$ cat src/rtl/psta_div.sv
module psta_div (
   input  logic        clock,
   input  logic        reset,
   input  logic        start,
   input  logic [31:0] dividend,
   input  logic [7:0]  divisor,
   output logic        busy,
   output logic [31:0] quotient
);

   logic [31:0] quo_ff, quo_in;
   logic [7:0]  rem_ff, rem_in;
   logic [7:0]  dvs_ff, dvs_in;
   logic [5:0]  cnt_ff, cnt_in;
   logic        busy_ff, busy_in;
   logic [8:0]  trial;

   always_comb begin
      quo_in  = quo_ff;
      rem_in  = rem_ff;
      dvs_in  = dvs_ff;
      cnt_in  = cnt_ff;
      busy_in = busy_ff;
      trial   = {rem_ff, quo_ff[31]};
      if (start) begin
         quo_in  = dividend;
         rem_in  = '0;
         dvs_in  = divisor;
         cnt_in  = 6'd32;
         busy_in = 1'b1;
      end else if (busy_ff) begin
         if (trial >= {1'b0, dvs_ff}) begin
            rem_in = 8'(trial - {1'b0, dvs_ff});
            quo_in = {quo_ff[30:0], 1'b1};
         end else begin
            rem_in = trial[7:0];
            quo_in = {quo_ff[30:0], 1'b0};
         end
         cnt_in = cnt_ff - 6'd1;
         if (cnt_ff == 6'd1) begin
            busy_in = 1'b0;
         end
      end
   end

   always_ff @(posedge clock) begin
      if (reset) begin
         busy_ff <= 1'b0;
         cnt_ff  <= '0;
      end else begin
         busy_ff <= busy_in;
         cnt_ff  <= cnt_in;
      end
      quo_ff <= quo_in;
      rem_ff <= rem_in;
      dvs_ff <= dvs_in;
   end

   assign busy     = busy_ff;
   assign quotient = quo_ff;

endmodule

$ cat config.mk
export PLATFORM = sky130hd
export DESIGN_NAME = psta_div
export DESIGN_NICKNAME = d
export VERILOG_FILES = /design/src/rtl/psta_div.sv
export SDC_FILE = /design/constraint.sdc
export NUM_CORES = 1
export LEC_CHECK = 0
export BUFFER_PORTS_ARGS = -buffer_cell sky130_fd_sc_hd__buf_4
export CAP_MARGIN = 15
export CORE_ASPECT_RATIO = 0.75
export CORE_MARGIN = 2
export CORE_UTILIZATION = 52
export DETAILED_ROUTE_END_ITERATION = 16
export GPL_TIMING_DRIVEN = 1
export HOLD_SLACK_MARGIN = 0.08
export PLACE_DENSITY_LB_ADDON = 0.1
export SETUP_SLACK_MARGIN = 0.1
export SYNTH_ARGS = -nofsm -noshare
export SYNTH_HDL_FRONTEND = slang
export SYNTH_SLANG_ARGS = --single-unit
export TNS_END_PERCENT = 30
$ cat constraint.sdc
create_clock -name clock -period 2.5 [get_ports clock]
set_clock_uncertainty 0.1 [all_clocks]
set_input_delay 0.25 -clock clock [delete_from_list [all_inputs] [get_ports clock]]
set_output_delay 0.25 -clock clock [all_outputs]
set_load 0.1 [all_outputs]
==> results.md, run 1 <==
* Post-Synth Adder-Cell Area at 5.44%
* FFs w/ async S/R, synth at 0%
* # DRC at 0
* Main combinational cell family by area after synthesis: multiplexers
* Drt first pass iters at 5
* Gr ovfl total at 0
* Post-Synth XOR/XNOR Area at 2.63%
* Status: finished, final reports clean
* Total Routing Usage GR at 20.4%
* Placed Area at 0.00332 mm^2
* Multi-input gate area at 0.00109 mm^2
* WL final at 5520 um
* Arrival time worst endpoint at 2.34 ns
* Final HPWL DP at 4060 um
* Final Cell Area at 0.00350 mm^2
* Combinational fraction of design power at 34.7%
* H-tree levels at 2
* Share of cells above drive strength 1 at 44.6%
* DR vias/cell at 5.28
* Clock network power share at 18.6%
* Hold Fails Final Rpt at 0
* Register area share after synthesis at 56.3%
* Simple-Gate Fraction of Synth Area at 7.79%
* Multiplexer share of the synthesized area at 15.4%
* Critical path class: register to register
* DIE WIDTH at 86.7 um
* Syn_area_per_cell at 12.9 um^2
* Unique masters post-synth at 41
* Worst slew pin tran at 0.420 ns
* Net Count, Synth at 260
* FMAX at 448 MHz
* RSZ-0062 raised after global routing: true
* Internal at 1.51 mW
* Fin nets at 350
* Hold path depth at 2
* Top FF cell, synth: edfxtp_1
* PortBufs at 75
* Worst r2r path cells at 9
* Switch Pwr at 0.891 mW
* Synth Cell Area at 0.00267 mm^2
* Initial antenna violation count at 0
* Max cap viols at 0
* Switching portion of total power at 37.2%
* Die area at 0.00572 mm^2
* Leak pwr at 1.43 nW
* Worst EP required at 2.61 ns
* GP Congestion at 0.804
* Tightest Hold Check Type: input port to register
* Clk buf depth at 2
* Synthesis Warnings at 0
* FF+latch area at 0.00150 mm^2
* Antenna Nets Post-Route at 0
* Wirelength per Cell at 15.5 um
* Slew margin rel. at 72.0%
* Tmin final at 2.23 ns
* Number of global-route vias before repair at 1860
* Critical Path Start Type: register
* I/O Pins at 76
* CTS root buffer: clkbuf_8
* CP Max Fanout at 3
* Antenna cell count at 0
* Maximum vdd ir drop at 487 uV
* First-pass GRT wire length at 8960 um
* Number of flops mapped to enable cells by yosys at 40
* Reg power frac at 46.7%
* Std-Cell Rows at 22
* Syn Inst Count at 206
* DIE HEIGHT at 66.0 um
* Area Growth Syn to Fin at 31.3%
* 1st-iter DRT viols at 60
* CP endpoint kind: register
* Slew Viols, Final at 0
* Final Core Density at 71.0%
* Clock sinks at 55
* Largest net degree at the start of global routing at 33
* Reg clk slew, reported paths at 0.09 ns
* Synth Register Bits at 55
* Final setup violation count at 0
* Synth Area in Compound Gates at 9.01%
* DR vias at 1881
* FILL cells at 348
* Core area at 0.00493 mm^2
* Period utilization at 89.3%
* CTS tree: built
* Power Dens Cells at 686 mW/mm^2
* Clk_lat worst skew at 0.30 ns
* Num CTS Buffers at 5
* Initial core utilization at 54.1%
-- worst max-delay path, stage by stage, from the launching register on --
cell	delay (ns)
edfxtp_1	0.43
inv_1	0.08
ha_2	0.18
fa_2	0.22
nor2b_1	0.06
o31a_1	0.29
o21ai_0	0.25
a21oi_1	0.14
o21a_4	0.23
o31ai_4	0.17
-- cells in the final DEF, fill, tap and decap left out, types with 3 or more instances in the layout --
cell type,netlist,routed
inv_1,15,14
clkbuf_8,0,5
nand3_1,3,3
dfxtp_1,15,15
mux2_2,32,32
edfxtp_1,40,40
nor3_1,6,6
buf_4,0,81
o21ai_1,3,3
ha_1,10,9
mux2i_1,5,5
xor2_1,3,3
o21ai_0,4,4
xnor2_1,5,5
nor2_1,16,16
a21oi_1,7,7
nand2_1,10,10
dlygate4sd3_1,0,9
-- per-layer routing --
| layer | share of wire [%] | vias to the layer above | routed length (um) | global-route usage (%) |
|---|---|---|---|---|
| met5 | 0 | - | 0 | 0 |
| met4 | 0.45 | 0 | 25 | 3.52 |
| met3 | 6.3 | 2 | 348 | 5.37 |
| met2 | 49 | 58 | 2700 | 33.9 |
| met1 | 44 | 898 | 2450 | 27.4 |
| li1 | - | 923 | - | - |
-- state kept, by name, summed over array words and instances (netlist names) --
name,flops
busy,1
cnt_ff,6
dvs_ff,8
quotient,32
rem_ff,8
-- cells by family after synthesis --
group / count (synthesis)
compound gates: 29
mux: 37
buf+inv: 22
simple gates: 44
fa+ha+maj: 11
xor+xnor: 8
flops: 55
-- power by group through the flow --
stage,combinational [mW],sequential [mW],clock (mW)
global placement,0.810,1.14,0
floorplan,0.218,1.54,0
finish,0.832,1.12,0.446
CTS,0.832,1.12,0.466
detailed placement,0.820,1.14,0
global route,0.871,1.13,0.501
-- layout make-up --
cell class,instances,area share [%]
clock inverters,2,0.250
inverters,15,1.72
flip-flops and latches,55,42.9
repair buffers,90,19.9
clock buffers,5,1.97
multi-input cells,129,31.1
well taps,60,2.15
-- synth_stat cells (all sizes together) (5+ instances only) --
cell type  number  share of area, %
clkbuf          5              0.70
o21ai           8               1.6
mux2           32                14
ha             10               4.7
nor2           17               2.5
edfxtp         40                45
inv            15               2.1
nor3            6               1.1
a21oi           8               1.6
xnor2           5               1.6
mux2i           5               1.9
nand2          10               1.4
dfxtp          15                11
-- path summary, 6_finish.rpt --
check                                  start  slack [ns]          end
worst max-delay path            quotient[31]        0.27    rem_ff[6]
worst min register to register     rem_ff[2]        0.38    rem_ff[2]
worst max register to register  quotient[31]        0.27    rem_ff[6]
worst min-delay path             dividend[7]        0.15  quotient[7]
-- per-stage QoR --
step / power, mW / TNS [ns] / worst slack [ns] / cells / hold slack, ns
6_report: 2.40 / 0 / 0.266 / 356 / 0.147
4_1_cts: 2.42 / 0 / 0.188 / 356 / 0.138
3_3_place_gp: 1.95 / 0 / 0.301 / 340 / 0.328
2_1_floorplan: 1.76 / -0.368 / -0.145 / 206 / 0.222
3_5_place_dp: 1.96 / 0 / 0.201 / 340 / 0.329
5_1_grt: 2.50 / 0 / 0.0767 / 356 / 0.131
-- repair_timing --
action	4_1_cts	5_1_grt
hold buffers	9	0
hold endpoints to repair	15	0
resized for setup	0	1
endpoints found under the setup margin	0	6
setup buffers	0	0
Power figures use the tool's default switching activity.
==> run 2: changes to the inputs <==
==> constraint.sdc (replaced) <==
create_clock -name clock -period 2.5 [get_ports clock]
set_clock_uncertainty 0.1 [all_clocks]
set_input_delay 0.5 -clock clock [delete_from_list [all_inputs] [get_ports clock]]
set_output_delay 0.5 -clock clock [all_outputs]
set_load 0.1 [all_outputs]
==> run 2 against run 1 <==
Design area is 0.86% lower. Final cell count is 2.5% lower. Sequential share of layout area is 0.37 points higher. Non-clock buffer count is 10 lower. Critical path type unchanged. Critical endpoint unchanged.
==> results.md, run 2 (synthesis gave the netlist of run 1 again) <==
* Clock sinks at 55
* CP max stage cell: edfxtp_1
* Slowest Stage Delay on Critical Path at 0.43 ns
* Power Dens Cells at 753 mW/mm^2
* Drt first pass iters at 4
* First-pass GRT wire length at 8380 um
* Critical path class: register to register
* Setup TNS at 0 ns
* Final WS setup at 0.288 ns
* Tightest Hold Check Type: input port to register
* Internal at 1.71 mW
* Slew Viols, Final at 0
* CTS root buffer: clkbuf_8
* Initial core utilization at 54.1%
* # DRC at 0
* Largest net degree at the start of global routing at 52
* Critical Path Start Type: register
* Combinational fraction of design power at 31.4%
* Final setup violation count at 0
* Reg clk slew, reported paths at 0.10 ns
* Global routing's busiest layer: met2
* DIE HEIGHT at 66.0 um
* Status: finished, final reports clean
* Final HPWL DP at 3740 um
* Antenna cell count at 0
* Worst slew pin tran at 0.387 ns
* Switch Pwr at 0.900 mW
* Maximum vdd ir drop at 631 uV
* Std-Cell Rows at 22
* Setup Buffers After CTS at 0
* WHS at 0.272 ns
* Switching portion of total power at 34.5%
* Share of cells above drive strength 1 at 46.0%
* FILL cells at 380
* I/O Pins at 76
* Clk buf depth at 2
* Global Route met2 Usage at 28.7%
* Reg2Reg Setup Slack at 0.29 ns
* Wirelength per Cell at 14.9 um
* GR Util met3 at 4.62%
* Commonest non-fill, non-tap cells in the layout: 79 x buf_4, 40 x edfxtp_1, 32 x mux2_2
* Gr ovfl total at 0
* Period utilization at 88.5%
* Arrival time worst endpoint at 2.34 ns
* Largest register FFs at 32
* Die area at 0.00572 mm^2
* H-tree levels at 2
* 1st-iter DRT viols at 82
* Area Growth Syn to Fin at 30.1%
* Initial antenna violation count at 0
* Num CTS Buffers at 5
* Crit-path cells: inv_1 > ha_2 > fa_2 > nor2b_1 > o31a_1 > o21ai_0 > a21oi_1 > o21a_4 > o31ai_4
* Clk_lat worst skew at 0.30 ns
* Hold Fails Final Rpt at 0
* CTS Hold Bufs at 0
* Leak pwr at 1.41 nW
* CP endpoint kind: register
* DIE WIDTH at 86.7 um
* Clock network power share at 25.8%
* Max cap viols at 0
* Total Routing Usage GR at 19.0%
* WL final at 5180 um
* PortBufs at 75
* RSZ-0062 raised after global routing: false
* GP Congestion at 0.802
* Commonest non-fill, non-tap cell in the layout: buf_4
* Reg power frac at 42.9%
* Fin nets at 340
* Antenna Nets Post-Route at 0
* Core area at 0.00493 mm^2
* Tmin final at 2.21 ns
* Slew margin rel. at 73.5%
* Pre-CTS setup slack at 0.225 ns
* Number of global-route vias before repair at 1727
* CTS tree: built
* GR Layer Usage met1 at 28.4%
* FMAX at 452 MHz
* DR vias/cell at 5.27
* Worst EP required at 2.62 ns
* CP Max Fanout at 3
* DR vias at 1830
-- run 2: metrics by stage --
stage               util (%)  instance area [um^2]  total power [mW]  std cells
finish                  70.4                  3470              2.61        347
CTS                     70.2                  3460              2.63        347
detailed placement      67.5                  3330              1.96        339
global placement        67.5                  3330              1.95        339
floorplan                  -                  2680              1.76        206
global route            70.4                  3470              2.72        347
-- run 2: critical path, delay by kind of cell, from the launching register on --
family	cells	cell delay [ns]
DFF	1	0.43
and+or+nand+nor	1	0.06
AOI/OAI and AO/OA	5	1.06
adders and majority gates	2	0.41
buffers and inverters	1	0.09
-- run 2: per-layer routing --
layer  part of all wire [%]  up-vias  wire [um]
met5                      0        -          0
met4                      0        0          0
met3                    6.5        0        336
met2                     45       63       2320
met1                     49      861       2520
li1                       -      906          -
-- run 2: timing repair --
action                                  in CTS  in global routing
resized for setup                            0                  1
hold endpoints to repair                     0                  0
endpoints found under the setup margin       0                  2
-- run 2: area by class of cell --
class	count	area, um^2	area share, %
Timing Repair Buffer	80	613	17.7
Sequential cell	55	1500	43.3
Clock buffer	6	72.6	2.09
Multi-Input combinational cell	129	1090	31.3
Tap cell	60	75.1	2.16
Clock inverter	2	60.1	1.73
Inverter	15	60.1	1.73
-- run 2: worst paths after layout --
path                startpoint        end  cells past startpoint
setup / recovery  quotient[31]  rem_ff[6]                      9
hold / removal      divisor[0]  dvs_ff[0]                      1
setup reg to reg  quotient[31]  rem_ff[6]                      9
hold reg to reg      rem_ff[4]  rem_ff[4]                      2
-- run 2: power by group through the flow --
| stage | clock network [mW] | logic, mW | registers, mW |
|---|---|---|---|
| after floorplan | 0 | 0.218 | 1.54 |
| after global placement | 0 | 0.810 | 1.14 |
| after detailed placement | 0 | 0.815 | 1.14 |
| after CTS | 0.693 | 0.819 | 1.12 |
| after global routing | 0.729 | 0.859 | 1.13 |
| final | 0.673 | 0.819 | 1.12 |
